--- src/sv/tsmm_pkg.sv ---
// Shared types, constants and helpers of the traffic signal module mill.
package tsmm_pkg;

   localparam int PHASE_W         = 16;
   localparam int MODULE_W        = 3;
   localparam int MODULE_SLOTS    = 6;
   localparam int NUM_PHASES_DEF  = 16;
   localparam int MAX_MODULES_DEF = 6;
   localparam int CSR_ADDR_W      = 5;
   localparam int CSR_DATA_W      = 32;

   localparam logic [MODULE_W-1:0] MODULE_COUNT_RST = 3'd4;
   localparam logic [MODULE_W-1:0] PARK_MODULE_RST  = 3'd0;

   typedef enum logic [2:0] {
      REG_MODULE_COUNT   = 3'd0,
      REG_PARK_MODULE    = 3'd1,
      REG_MODULE0_PHASES = 3'd2,
      REG_MODULE1_PHASES = 3'd3,
      REG_MODULE2_PHASES = 3'd4,
      REG_MODULE3_PHASES = 3'd5,
      REG_MODULE4_PHASES = 3'd6,
      REG_MODULE5_PHASES = 3'd7
   } tsmm_reg_type;

   typedef logic [PHASE_W-1:0] tsmm_mask_type;

   typedef struct packed {
      logic [MODULE_W-1:0]                  module_count;
      logic [MODULE_W-1:0]                  park_module;
      logic [MODULE_SLOTS-1:0][PHASE_W-1:0] module_phases;
   } tsmm_cfg_type;

   typedef struct packed {
      logic [MODULE_W-1:0] active_index;
      tsmm_mask_type       primary_bits;
      tsmm_mask_type       realised_bits;
      tsmm_mask_type       skipped_bits;
   } tsmm_state_type;

   typedef struct packed {
      logic [MODULE_W-1:0] active_module;
      logic                module_start;
      logic                all_realised;
      tsmm_mask_type       primary_flags;
      tsmm_mask_type       realised_flags;
      tsmm_mask_type       skipped_flags;
   } tsmm_result_type;

   // Bits of phases that exist; phases at or above the phase count are masked off.
   function automatic tsmm_mask_type phase_mask(input int num_phases);
      tsmm_mask_type m;
      for (int i = 0; i < PHASE_W; i++) begin
         m[i] = (i < num_phases);
      end
      return m;
   endfunction

endpackage

--- src/sv/tsmm_req_if.sv ---
// Input channel: one beat carries the request, not-red and green masks of a tick.
interface tsmm_req_if
   import tsmm_pkg::*;
();
   logic          valid;
   logic          ready;
   tsmm_mask_type request_mask;
   tsmm_mask_type nonred_mask;
   tsmm_mask_type green_mask;

   modport source (output valid, output request_mask, output nonred_mask,
                   output green_mask, input ready);
   modport sink   (input valid, input request_mask, input nonred_mask,
                   input green_mask, output ready);
endinterface

--- src/sv/tsmm_rsp_if.sv ---
// Result channel: one beat carries the mill position and flags after a tick.
interface tsmm_rsp_if
   import tsmm_pkg::*;
();
   logic                valid;
   logic                ready;
   logic [MODULE_W-1:0] active_module;
   logic                module_start;
   logic                all_realised;
   tsmm_mask_type       primary_flags;
   tsmm_mask_type       realised_flags;
   tsmm_mask_type       skipped_flags;

   modport source (output valid, output active_module, output module_start,
                   output all_realised, output primary_flags, output realised_flags,
                   output skipped_flags, input ready);
   modport sink   (input valid, input active_module, input module_start,
                   input all_realised, input primary_flags, input realised_flags,
                   input skipped_flags, output ready);
endinterface

--- src/sv/tsmm_csr.sv ---
// Configuration register file behind the APB-style port.
module tsmm_csr
   import tsmm_pkg::*;
(
   input  logic                  clock,
   input  logic                  reset,
   input  logic                  csr_psel,
   input  logic                  csr_penable,
   input  logic                  csr_pwrite,
   input  logic [CSR_ADDR_W-1:0] csr_paddr,
   input  logic [CSR_DATA_W-1:0] csr_pwdata,
   output logic [CSR_DATA_W-1:0] csr_prdata,
   output logic                  csr_pready,
   output tsmm_cfg_type          cfg
);

   logic [MODULE_W-1:0]                  module_count_ff;
   logic [MODULE_W-1:0]                  park_module_ff;
   logic [MODULE_SLOTS-1:0][PHASE_W-1:0] phases_ff;
   logic [MODULE_W-1:0]                  module_count_in;
   logic [MODULE_W-1:0]                  park_module_in;
   logic [MODULE_SLOTS-1:0][PHASE_W-1:0] phases_in;
   tsmm_reg_type                         reg_sel;
   logic                                 wr_en;
   logic [MODULE_W-1:0]                  wr_small;
   tsmm_mask_type                        wr_mask;

   assign csr_pready = 1'b1;
   assign reg_sel    = tsmm_reg_type'(csr_paddr[CSR_ADDR_W-1:2]);
   assign wr_en      = csr_psel & csr_penable & csr_pwrite & csr_pready;
   assign wr_small   = csr_pwdata[MODULE_W-1:0];
   assign wr_mask    = csr_pwdata[PHASE_W-1:0];

   always_comb begin
      module_count_in = module_count_ff;
      park_module_in  = park_module_ff;
      phases_in       = phases_ff;
      if (wr_en) begin
         case (reg_sel)
            REG_MODULE_COUNT:   module_count_in = wr_small;
            REG_PARK_MODULE:    park_module_in  = wr_small;
            REG_MODULE0_PHASES: phases_in[0]    = wr_mask;
            REG_MODULE1_PHASES: phases_in[1]    = wr_mask;
            REG_MODULE2_PHASES: phases_in[2]    = wr_mask;
            REG_MODULE3_PHASES: phases_in[3]    = wr_mask;
            REG_MODULE4_PHASES: phases_in[4]    = wr_mask;
            REG_MODULE5_PHASES: phases_in[5]    = wr_mask;
            default: ;
         endcase
      end
   end

   always_ff @(posedge clock) begin
      if (reset) begin
         module_count_ff <= MODULE_COUNT_RST;
         park_module_ff  <= PARK_MODULE_RST;
         phases_ff       <= '0;
      end else begin
         module_count_ff <= module_count_in;
         park_module_ff  <= park_module_in;
         phases_ff       <= phases_in;
      end
   end

   always_comb begin
      csr_prdata = '0;
      case (reg_sel)
         REG_MODULE_COUNT:   csr_prdata[MODULE_W-1:0] = module_count_ff;
         REG_PARK_MODULE:    csr_prdata[MODULE_W-1:0] = park_module_ff;
         REG_MODULE0_PHASES: csr_prdata[PHASE_W-1:0]  = phases_ff[0];
         REG_MODULE1_PHASES: csr_prdata[PHASE_W-1:0]  = phases_ff[1];
         REG_MODULE2_PHASES: csr_prdata[PHASE_W-1:0]  = phases_ff[2];
         REG_MODULE3_PHASES: csr_prdata[PHASE_W-1:0]  = phases_ff[3];
         REG_MODULE4_PHASES: csr_prdata[PHASE_W-1:0]  = phases_ff[4];
         REG_MODULE5_PHASES: csr_prdata[PHASE_W-1:0]  = phases_ff[5];
         default:            csr_prdata = '0;
      endcase
   end

   assign cfg.module_count  = module_count_ff;
   assign cfg.park_module   = park_module_ff;
   assign cfg.module_phases = phases_ff;

endmodule

--- src/sv/tsmm_step.sv ---
// Next-state logic of one control tick: flag update of the active module and the move.
module tsmm_step
   import tsmm_pkg::*;
#(
   parameter int NUM_PHASES  = NUM_PHASES_DEF,
   parameter int MAX_MODULES = MAX_MODULES_DEF
) (
   input  tsmm_cfg_type    cfg,
   input  tsmm_state_type  state,
   input  tsmm_mask_type   request_mask,
   input  tsmm_mask_type   nonred_mask,
   input  tsmm_mask_type   green_mask,
   output tsmm_state_type  state_next,
   output tsmm_result_type result
);

   localparam tsmm_mask_type       PhaseMask = phase_mask(NUM_PHASES);
   localparam logic [MODULE_W-1:0] MaxCount  = MODULE_W'(MAX_MODULES);

   tsmm_mask_type       req;
   tsmm_mask_type       nonred;
   tsmm_mask_type       green;
   tsmm_mask_type       mod;
   logic [MODULE_W-1:0] count;
   logic                started;
   tsmm_mask_type       done0;
   tsmm_mask_type       prim1;
   tsmm_mask_type       real1;
   tsmm_mask_type       skip1;
   tsmm_mask_type       done2;
   logic                all_real;
   logic                wait_here;
   logic [MODULE_W-1:0] index_inc;
   logic [MODULE_W-1:0] index_next;
   logic                advance;

   assign req    = request_mask & PhaseMask;
   assign nonred = nonred_mask & PhaseMask;
   assign green  = green_mask & PhaseMask;

   // An index beyond the module slots serves an empty module.
   assign mod = (state.active_index < MODULE_W'(MODULE_SLOTS))
                ? (cfg.module_phases[state.active_index] & PhaseMask) : '0;

   always_comb begin
      count = cfg.module_count;
      if (count == '0) begin
         count = MODULE_W'(1);
      end
      if (count > MaxCount) begin
         count = MaxCount;
      end
   end

   assign started = |(mod & nonred);
   assign done0   = state.realised_bits | state.skipped_bits;
   assign prim1   = state.primary_bits | (mod & req & ~done0);
   assign real1   = state.realised_bits | (mod & green & prim1 & ~done0);
   assign skip1   = started
                    ? (state.skipped_bits | (mod & ~(real1 | state.skipped_bits) & ~req))
                    : state.skipped_bits;
   assign done2    = real1 | skip1;
   assign all_real = ((mod & req & ~done2) == '0);

   assign wait_here = (cfg.park_module < count) &&
                      (state.active_index == cfg.park_module) && (req == '0);
   assign advance   = all_real && !wait_here;
   assign index_inc = state.active_index + MODULE_W'(1);
   assign index_next = (index_inc >= count) ? '0 : index_inc;

   always_comb begin
      state_next.active_index  = advance ? index_next : state.active_index;
      state_next.primary_bits  = all_real ? (prim1 & ~mod) : prim1;
      state_next.realised_bits = all_real ? (real1 & ~mod) : real1;
      state_next.skipped_bits  = all_real ? (skip1 & ~mod) : skip1;
   end

   assign result.active_module  = state_next.active_index;
   assign result.module_start   = advance;
   assign result.all_realised   = all_real;
   assign result.primary_flags  = state_next.primary_bits;
   assign result.realised_flags = state_next.realised_bits;
   assign result.skipped_flags  = state_next.skipped_bits;

endmodule

--- src/sv/traffic_signal_module_mill.sv ---
// Module mill top level: input register, tick logic with flag state, result register.
// An accepted beat waits in the input register and passes into the result register once that is free.
// Throughput: one tick per cycle when results are taken; the input register fills while a result waits.
// Reset (synchronous, active high) empties both registers, clears all flags and
// sets the active module to zero; configuration returns to count four, wait module zero.
module traffic_signal_module_mill
   import tsmm_pkg::*;
#(
   parameter int NUM_PHASES  = NUM_PHASES_DEF,
   parameter int MAX_MODULES = MAX_MODULES_DEF
) (
   input  logic                  clock,
   input  logic                  reset,
   tsmm_req_if.sink              req_chan,
   tsmm_rsp_if.source            rsp_chan,
   input  logic                  csr_psel,
   input  logic                  csr_penable,
   input  logic                  csr_pwrite,
   input  logic [CSR_ADDR_W-1:0] csr_paddr,
   input  logic [CSR_DATA_W-1:0] csr_pwdata,
   output logic [CSR_DATA_W-1:0] csr_prdata,
   output logic                  csr_pready
);

   tsmm_cfg_type    cfg;
   logic            in_valid_ff;
   tsmm_mask_type   request_ff;
   tsmm_mask_type   nonred_ff;
   tsmm_mask_type   green_ff;
   logic            out_valid_ff;
   tsmm_result_type result_ff;
   tsmm_state_type  state_ff;
   tsmm_state_type  state_in;
   tsmm_result_type result_in;
   logic            step_go;
   logic            take_in;

   tsmm_csr u_csr (
      .clock       (clock),
      .reset       (reset),
      .csr_psel    (csr_psel),
      .csr_penable (csr_penable),
      .csr_pwrite  (csr_pwrite),
      .csr_paddr   (csr_paddr),
      .csr_pwdata  (csr_pwdata),
      .csr_prdata  (csr_prdata),
      .csr_pready  (csr_pready),
      .cfg         (cfg)
   );

   tsmm_step #(
      .NUM_PHASES  (NUM_PHASES),
      .MAX_MODULES (MAX_MODULES)
   ) u_step (
      .cfg          (cfg),
      .state        (state_ff),
      .request_mask (request_ff),
      .nonred_mask  (nonred_ff),
      .green_mask   (green_ff),
      .state_next   (state_in),
      .result       (result_in)
   );

   // The flag state moves only when a held beat passes into the result register.
   assign step_go        = in_valid_ff && (!out_valid_ff || rsp_chan.ready);
   assign req_chan.ready = !in_valid_ff || step_go;
   assign take_in        = req_chan.valid && req_chan.ready;

   always_ff @(posedge clock) begin
      if (reset) begin
         in_valid_ff  <= 1'b0;
         out_valid_ff <= 1'b0;
         state_ff     <= '0;
      end else begin
         if (take_in) begin
            in_valid_ff <= 1'b1;
         end else if (step_go) begin
            in_valid_ff <= 1'b0;
         end
         if (step_go) begin
            out_valid_ff <= 1'b1;
            state_ff     <= state_in;
         end else if (rsp_chan.ready) begin
            out_valid_ff <= 1'b0;
         end
      end
   end

   always_ff @(posedge clock) begin
      if (take_in) begin
         request_ff <= req_chan.request_mask;
         nonred_ff  <= req_chan.nonred_mask;
         green_ff   <= req_chan.green_mask;
      end
      if (step_go) begin
         result_ff <= result_in;
      end
   end

   assign rsp_chan.valid          = out_valid_ff;
   assign rsp_chan.active_module  = result_ff.active_module;
   assign rsp_chan.module_start   = result_ff.module_start;
   assign rsp_chan.all_realised   = result_ff.all_realised;
   assign rsp_chan.primary_flags  = result_ff.primary_flags;
   assign rsp_chan.realised_flags = result_ff.realised_flags;
   assign rsp_chan.skipped_flags  = result_ff.skipped_flags;

endmodule

--- src/flat_wrapper.sv ---
// flat-port wrapper written by rule: the top's interface ports become plain ports
module traffic_signal_module_mill_flat import tsmm_pkg::*;
#(
   parameter int NUM_PHASES  = NUM_PHASES_DEF,
   parameter int MAX_MODULES = MAX_MODULES_DEF
)
  (clock, reset, csr_psel, csr_penable, csr_pwrite, csr_paddr, csr_pwdata, csr_prdata, csr_pready, req_chan_valid, req_chan_request_mask, req_chan_nonred_mask, req_chan_green_mask, req_chan_ready, rsp_chan_valid, rsp_chan_active_module, rsp_chan_module_start, rsp_chan_all_realised, rsp_chan_primary_flags, rsp_chan_realised_flags, rsp_chan_skipped_flags, rsp_chan_ready);
  tsmm_req_if req_chan_i ();
  tsmm_rsp_if rsp_chan_i ();
  input  logic clock;
  input  logic reset;
  input  logic csr_psel;
  input  logic csr_penable;
  input  logic csr_pwrite;
  input  logic [CSR_ADDR_W-1:0] csr_paddr;
  input  logic [CSR_DATA_W-1:0] csr_pwdata;
  output logic [CSR_DATA_W-1:0] csr_prdata;
  output logic csr_pready;
  input wire logic [$bits(req_chan_i.valid)-1:0] req_chan_valid;
  input wire logic [$bits(req_chan_i.request_mask)-1:0] req_chan_request_mask;
  input wire logic [$bits(req_chan_i.nonred_mask)-1:0] req_chan_nonred_mask;
  input wire logic [$bits(req_chan_i.green_mask)-1:0] req_chan_green_mask;
  output wire logic [$bits(req_chan_i.ready)-1:0] req_chan_ready;
  output wire logic [$bits(rsp_chan_i.valid)-1:0] rsp_chan_valid;
  output wire logic [$bits(rsp_chan_i.active_module)-1:0] rsp_chan_active_module;
  output wire logic [$bits(rsp_chan_i.module_start)-1:0] rsp_chan_module_start;
  output wire logic [$bits(rsp_chan_i.all_realised)-1:0] rsp_chan_all_realised;
  output wire logic [$bits(rsp_chan_i.primary_flags)-1:0] rsp_chan_primary_flags;
  output wire logic [$bits(rsp_chan_i.realised_flags)-1:0] rsp_chan_realised_flags;
  output wire logic [$bits(rsp_chan_i.skipped_flags)-1:0] rsp_chan_skipped_flags;
  input wire logic [$bits(rsp_chan_i.ready)-1:0] rsp_chan_ready;
  assign req_chan_i.valid = req_chan_valid;
  assign req_chan_i.request_mask = req_chan_request_mask;
  assign req_chan_i.nonred_mask = req_chan_nonred_mask;
  assign req_chan_i.green_mask = req_chan_green_mask;
  assign req_chan_ready = req_chan_i.ready;
  assign rsp_chan_valid = rsp_chan_i.valid;
  assign rsp_chan_active_module = rsp_chan_i.active_module;
  assign rsp_chan_module_start = rsp_chan_i.module_start;
  assign rsp_chan_all_realised = rsp_chan_i.all_realised;
  assign rsp_chan_primary_flags = rsp_chan_i.primary_flags;
  assign rsp_chan_realised_flags = rsp_chan_i.realised_flags;
  assign rsp_chan_skipped_flags = rsp_chan_i.skipped_flags;
  assign rsp_chan_i.ready = rsp_chan_ready;
  traffic_signal_module_mill #(.NUM_PHASES(NUM_PHASES), .MAX_MODULES(MAX_MODULES)) u_core (.clock(clock), .reset(reset), .req_chan(req_chan_i), .rsp_chan(rsp_chan_i), .csr_psel(csr_psel), .csr_penable(csr_penable), .csr_pwrite(csr_pwrite), .csr_paddr(csr_paddr), .csr_pwdata(csr_pwdata), .csr_prdata(csr_prdata), .csr_pready(csr_pready));
endmodule
--- config.mk ---
export PLATFORM = sky130hd
export DESIGN_NAME = traffic_signal_module_mill_flat
export DESIGN_NICKNAME = d
export VERILOG_FILES = /design/src/sv/tsmm_pkg.sv /design/src/sv/tsmm_req_if.sv /design/src/sv/tsmm_rsp_if.sv /design/src/sv/tsmm_csr.sv /design/src/sv/tsmm_step.sv /design/src/sv/traffic_signal_module_mill.sv /design/src/flat_wrapper.sv
export SDC_FILE = /design/constraint.sdc
export NUM_CORES = 1
export LEC_CHECK = 0
export ABC_AREA = 1
export BUFFER_PORTS_ARGS = -buffer_cell sky130_fd_sc_hd__buf_2
export CAP_MARGIN = 20
export CORE_AREA = 4 4 211 213
export CTS_BUF_LIST = sky130_fd_sc_hd__clkbuf_4 sky130_fd_sc_hd__clkbuf_8 sky130_fd_sc_hd__clkbuf_16
export DETAILED_ROUTE_END_ITERATION = 7
export DIE_AREA = 0 0 215 217
export PLACE_DENSITY = 0.56
export SLEW_MARGIN = 10
export SYNTH_ARGS = -nofsm -noshare
export SYNTH_HDL_FRONTEND = slang
export SYNTH_HIERARCHICAL = 1
export SYNTH_SLANG_ARGS = --single-unit
--- constraint.sdc ---
create_clock -name clock -period 7.8 [get_ports clock]
set_clock_uncertainty 0.05 [all_clocks]
set_input_delay 1.17 -clock clock [delete_from_list [all_inputs] [get_ports clock]]
set_output_delay 1.17 -clock clock [all_outputs]
set_load 0.005 [all_outputs]
==> flow_summary.json, run 1 <==
{
  "grt_max_degree": 105,
  "wire_per_inst_um": 16.71,
  "hold_violations": 0,
  "drt_first_pass_iters": 5,
  "clk_pin_slew_ns": 0.07,
  "post_cts_resized": 0,
  "slew_viol_final": 0,
  "worstPathRequired_ns": 8.22,
  "fin_nets": 2047,
  "drt-initial-drc-count": 1131,
  "synth_edf_count": 101,
  "io_buffers": 144,
  "grtUsageMet1": 0.2398,
  "grt-ovfl-total": 0,
  "drive_gt1_frac": 0.1313,
  "p_sw_frac": 0.2874,
  "antenna_found_initial": 1,
  "p_seq_frac": 0.431,
  "reg2reg_setup_slack_ns": 3.14,
  "period_needed_ns": 4.663,
  "clkSinkCount": 256,
  "final_util": 0.3615,
  "yosys_most_used_dff": "dfxtp_1",
  "p_int_mw": 2.513,
  "clock_power_share": 0.415,
  "syn_inst": 1919,
  "slew_headroom": 0.2648,
  "cts_max_path_buffers": 3,
  "end_kind": "register",
  "fmax_ghz": 0.2144,
  "start_kind": "register",
  "power.leakage_nw": 6.589,
  "ant_nets": 0,
  "grt.met2_usage": 0.2830,
  "cts_tree": "built",
  "grt_busiest_layer": "met2",
  "vias": 12370,
  "grt_pass1_vias": 11480,
  "status": "complete, no violations",
  "gp_congestion": 0.8441,
  "cts_hold_buf": 0,
  "cp_max_fo": 79,
  "synthSimpleGateAreaFrac": 0.3074,
  "setup_viol": 0,
  "p_sw_mw": 1.014,
  "final_common_cell": "nor2_1",
  "comb_power_share": 0.154,
  "synth_adder_area_share": 0.005384,
  "io_pins": 180,
  "async_flop_share": 0,
  "area_growth_pct": 10.68,
  "rsz0062_at_grt": "no",
  "grt_util_met3": 0.02751,
  "power_density_mw_per_mm2": 228.5,
  "start_util": 0.3266,
  "vias_per_cell": 4.909,
  "post-dp-hpwl_mm": 27.13,
  "yosysSeqAreaShare": 0.4400,
  "syn_area_per_cell_sq_um": 7.267,
  "setup_tns_ns": 0,
  "fp.dieH_um": 217,
  "synth_compound_area_frac": 0.08838,
  "ir_drop_uv": 140.5,
  "synthMuxAreaShare": 0,
  "num_rows": 76,
  "tightest_slew_ns": 1.103,
  "synth_cell_types": 43,
  "critPathKind": "reg2reg",
  "cp_data_arrival_time_ns": 5.09,
  "die_w_um": 215,
  "clockRootBuffer": "clkbuf_16",
  "dieArea_sq_mm": 0.04666,
  "mostFrequentLayoutCells": "nor2_1 (336), nand2_1 (298), inv_1 (267), nand3_1 (167), dfxtp_1 (153)",
  "fillers": 4493,
  "ys_warn_count": 6,
  "grt_usage": 0.1728,
  "cts_max_level": 1,
  "period_share": 0.5978,
  "drv_cap": 0,
  "clk_latency_ns": 0.57,
  "wl_mm": 42.09,
  "yosys_register_bits": 256,
  "syn_area_sq_mm": 0.01394,
  "cts-buffers-inserted": 30,
  "fp.coreArea_sq_mm": 0.04270,
  "synth_top_family_by_area": "simple AND/OR/NAND/NOR gates",
  "synth_xor_xnor_area_share": 0,
  "grt_pass1_wl_mm": 64.50,
  "post-cts-setup-buffers": 0,
  "drc": 0,
  "hold_path.class": "reg2reg"
}
-- layout make-up --
| class | instances | area, sq um | area share |
|---|---|---|---|
| clock inverter | 14 | 137.6 | 0.008918 |
| timing repair buffer | 154 | 815.8 | 0.05286 |
| sequential | 256 | 6143 | 0.3981 |
| tap | 546 | 683.2 | 0.04426 |
| inverter | 281 | 1066 | 0.06907 |
| clock buffer | 41 | 910.9 | 0.05902 |
| multi-input combinational | 1226 | 5674 | 0.3677 |
| antenna | 1 | 2.502 | 0.0001621 |
-- synthesized netlist by cell type (all sizes together) (3+ instances only) --
cell type,count,area (sq um)
nand4,31,193.9
nand2,304,1171
a22oi,4,30.03
or2,14,87.59
a21oi,82,417.9
edfxtp,101,3033
clkbuf,25,93.84
nor3,85,425.4
nand3b,3,22.52
clkinv,4,20.02
ha,6,75.07
inv,277,1045
o21ai,123,615.6
o211ai,13,97.59
and2,4,25.02
nor2,356,1434
buf,146,1049
nand3,172,908.4
dfxtp,155,3103
o2111ai,3,26.28
-- power by group through the flow --
stage / combinational (mW) / clock (mW) / sequential [mW]
final: 0.543 / 1.46 / 1.52
after CTS: 0.535 / 1.50 / 1.53
after detailed placement: 0.533 / 0 / 1.55
after global routing: 0.609 / 1.56 / 1.53
after global placement: 0.525 / 0 / 1.55
after floorplan: 0.451 / 0 / 1.52
-- per-layer routing --
metal	up-vias	part of all wire	wire (um)
li1	6127	-	-
met1	5709	0.45	18870
met2	466	0.46	19260
met3	65	0.073	3052
met4	0	0.022	915
met5	-	0	0
-- path summary, 6_finish.rpt --
| kind | cells past startpoint | startpoint | to |
|---|---|---|---|
| max | 23 | u_core/state_ff[48] | u_core/state_ff[32] |
| min | 2 | u_core/state_ff[38] | u_core/state_ff[38] |
| min reg2reg | 2 | u_core/state_ff[38] | u_core/state_ff[38] |
| max reg2reg | 23 | u_core/state_ff[48] | u_core/state_ff[32] |
-- stage by stage --
step / cell area [sq um] / total power [mW] / instances / worst slack, ns / hold slack (ns)
after floorplan: 14000 / 1.975 / 1934 / 3.454 / 0.3962
after global placement: 14360 / 2.078 / 2462 / 3.200 / 0.4134
after detailed placement: 14360 / 2.086 / 2462 / 3.163 / 0.4243
after CTS: 15400 / 3.563 / 2517 / 3.129 / 0.4406
after global routing: 15430 / 3.693 / 2518 / 2.739 / 0.4689
final: 15430 / 3.527 / 2519 / 3.137 / 0.4385
-- state kept, by name, indices dropped and copies added (netlist names), 3 cells and up --
name and count:
u_core/state_ff 51, u_core/u_csr/module_count_ff 3, u_core/u_csr/park_module_ff 3, u_core/rsp_chan.skipped_flags 16, u_core/u_csr/cfg 96, u_core/nonred_ff 16, u_core/request_ff 16, u_core/rsp_chan.realised_flags 16
u_core/green_ff 16, u_core/rsp_chan.primary_flags 16, u_core/rsp_chan.active_module 3
-- worst max-delay path, cell delays in order, from the launching register on --
cell,delay [ns]
dfxtp_4,0.92
inv_2,0.50
nand2_1,0.15
nand3_1,0.12
nand3_1,0.24
nand3_1,0.11
nand2_1,0.08
clkinv_1,0.05
nand2_1,0.07
nor2_1,0.05
nand2_2,0.48
nand3_1,0.19
nand3_1,0.13
nand2_1,0.11
inv_1,0.07
nand2_1,0.08
nor2_2,0.18
nand2_4,0.24
nor2_1,0.28
nor2_1,0.10
inv_1,0.06
nand3_1,0.07
nand2_1,0.11
nor2_1,0.05
-- cells by family (layout without fill, tap and decap cells) --
logic type / Yosys count / count (layout)
AND/OR/NAND/NOR: 972 / 972
buffers and inverters: 452 / 490
other: 2 / 18
flip-flops: 256 / 256
AO/OA/AOI/OAI: 231 / 231
adder cells (fa/ha/maj): 6 / 6
Note: power is estimated with default switching activity, not from simulation.
==> run 2: changes to the inputs <==
--- a/config.mk
+++ b/config.mk
@@ -12,7 +12,7 @@
 export CTS_BUF_LIST = sky130_fd_sc_hd__clkbuf_4 sky130_fd_sc_hd__clkbuf_8 sky130_fd_sc_hd__clkbuf_16
 export DETAILED_ROUTE_END_ITERATION = 7
 export DIE_AREA = 0 0 215 217
-export PLACE_DENSITY = 0.56
+export PLACE_DENSITY = 0.58
 export SLEW_MARGIN = 10
 export SYNTH_ARGS = -nofsm -noshare
 export SYNTH_HDL_FRONTEND = slang
==> constraint.sdc (replaced) <==
create_clock -name clock -period 3.82 [get_ports clock]
set_clock_uncertainty 0.05 [all_clocks]
set_input_delay 0.573 -clock clock [delete_from_list [all_inputs] [get_ports clock]]
set_output_delay 0.573 -clock clock [all_outputs]
set_load 0.005 [all_outputs]
==> run 2 against run 1 <==
Combinational power increased by 110%. Utilization increased by 0.50 points. Hold slack got worse by 0.31 ns. Cell count increased by 0.64%. Critical path depth decreased by 1. Via count increased by 0.36%. Critical path type unchanged. Critical endpoint is now u_core/state_ff[15]. Largest power group is now clock. Highest routed layer is now met5.
==> flow_summary.json, run 2 (synthesis results as in run 1) <==
{
  "crit_family": "simple AND/OR/NAND/NOR gates",
  "wire_per_inst_um": 16.63,
  "p_int_mw": 5.280,
  "clkSinkCount": 256,
  "critPathBufInv": 3,
  "clockRootBuffer": "clkbuf_16",
  "p_seq_frac": 0.419,
  "dieArea_sq_mm": 0.04666,
  "drc": 0,
  "final_util": 0.3664,
  "post_cts_resized": 0,
  "largest_reg_flops": 96,
  "antenna_found_initial": 2,
  "cp_max_fo": 36,
  "fmax_ghz": 0.2870,
  "crit_path_start": "u_core/state_ff[48]",
  "critPathKind": "reg2reg",
  "slew_headroom": 0.2887,
  "final_common_cell": "nor2_1",
  "cts-buffers-inserted": 30,
  "clock_power_share": 0.423,
  "p_sw_frac": 0.2813,
  "hold_violations": 0,
  "area_growth_pct": 12.19,
  "cts_max_path_buffers": 3,
  "drt-initial-drc-count": 1023,
  "regToRegStartpoint": "u_core/state_ff[48]",
  "start_kind": "register",
  "worstReg2RegEnd": "u_core/state_ff[15]",
  "dp.cells": 2476,
  "drive_gt1_frac": 0.1378,
  "io_buffers": 144,
  "crit_path_end": "u_core/state_ff[15]",
  "path_cells": "buf_12, nand2_1, nand3_1, nand3_1, nand2_1, nor2_1, nand2_1, nand2_1, a21oi_1, nand3_1, nand3_1, nand2_1, inv_1, nand2_1, nor2_2, nand2_4, nor2_1, nor2_1, inv_1, nand3_1, nand2_1, nor2_1",
  "num_rows": 76,
  "tightest_slew_ns": 1.067,
  "crit_cells": 22,
  "clk_pin_slew_ns": 0.06,
  "gp_congestion": 0.8661,
  "power_density_mw_per_mm2": 469.7,
  "vias": 12410,
  "power.leakage_nw": 6.698,
  "p_sw_mw": 2.067,
  "placed_area_sq_mm": 0.01452,
  "die_w_um": 215,
  "hold_path.class": "in2reg",
  "wl_mm": 42.16,
  "cts_tree": "built",
  "ir_drop_uv": 434.3,
  "drt_first_pass_iters": 5,
  "fin_cells": 2535,
  "grt-ovfl-total": 0,
  "rsz0062_at_grt": "no",
  "cp_common_cell": "nand2_1",
  "grt_pass1_vias": 11530,
  "ant_nets": 0,
  "start_util": 0.3266,
  "status": "complete, no violations",
  "crit_slowest_cell": "dfxtp_2",
  "drv_cap": 0,
  "cp_data_arrival_time_ns": 3.89,
  "cts_max_level": 1,
  "clk_latency_ns": 0.57,
  "final_area_sq_mm": 0.01565,
  "reg2reg_setup_slack_ns": 0.34,
  "finalPower_mw": 7.348,
  "grt_pass1_wl_mm": 64.24,
  "post-cts-setup-buffers": 0,
  "setup_tns_ns": 0,
  "io_pins": 180,
  "end_kind": "register",
  "setup_viol": 0,
  "slowest_delay_ns": 0.45,
  "period_share": 0.9122,
  "comb_power_share": 0.158,
  "vias_per_cell": 4.896,
  "reg2reg_depth": 22,
  "fp.coreArea_sq_mm": 0.04270,
  "grt_usage": 0.1717,
  "mostFrequentLayoutCells": "nor2_1 (336), nand2_1 (298), inv_1 (267), nand3_1 (167), dfxtp_1 (153)",
  "post-dp-hpwl_mm": 27.86,
  "slew_viol_final": 0,
  "period_needed_ns": 3.485,
  "grt_max_degree": 104,
  "fp.dieH_um": 217,
  "cts_hold_buf": 0,
  "fin_nets": 2062,
  "worstPathRequired_ns": 4.23
}
## run 2: changes by cell type in the layout (fill, tap and decap cells not counted), moves of 3 or more
cell / delta
buf_4: +9
bufinv_16: +3
clkbuf_4: +3
buf_12: +4
## run 2: worst min-delay path by stage
stage | end | depth (start not counted) | slack [ns] | start
after CTS | u_core/green_ff[4] | 1 | 0.10 | req_chan_green_mask[4]
after detailed placement | u_core/state_ff[33] | 2 | 0.42 | u_core/state_ff[33]
after global routing | u_core/request_ff[8] | 1 | 0.11 | req_chan_request_mask[8]
after floorplan | u_core/state_ff[50] | 2 | 0.40 | u_core/state_ff[50]
final | u_core/green_ff[13] | 1 | 0.13 | req_chan_green_mask[13]
after global placement | u_core/state_ff[33] | 2 | 0.42 | u_core/state_ff[33]
## run 2: area by class of cell
cell class / count / area (sq um)
Clock inverter: 15 / 206.4
Tap cell: 546 / 683.2
Multi-Input combinational cell: 1226 / 5674
Antenna cell: 1 / 2.502
Fill cell: 4483 / 27050
Inverter: 281 / 1069
Clock buffer: 41 / 869.6
Sequential cell: 256 / 6141
Timing Repair Buffer: 169 / 999.7
## run 2: power by group through the flow
stage / sequential (mW) / clock [mW] / combinational, mW
6_report: 3.08 / 3.10 / 1.16
5_1_grt: 3.09 / 3.28 / 1.30
4_1_cts: 3.08 / 3.19 / 1.15
3_5_place_dp: 3.14 / 0 / 1.14
3_3_place_gp: 3.14 / 0 / 1.12
2_1_floorplan: 3.11 / 0 / 0.921
## run 2: routing by layer
metal | part of all wire | up-vias | GRT usage
li1 | - | 6150 | -
met1 | 0.44 | 5736 | 0.2354
met2 | 0.46 | 449 | 0.2784
met3 | 0.078 | 74 | 0.03519
met4 | 0.025 | 2 | 0.04509
met5 | 0.00031 | - | 0
## run 2: metrics by stage
stage	worst slack, ns	hold WS [ns]
floorplan	1.107	0.3962
global placement	0.2966	0.4153
detailed placement	0.2752	0.4204
CTS	0.2414	0.1009
global route	0.03821	0.1083
finish	0.3352	0.1307
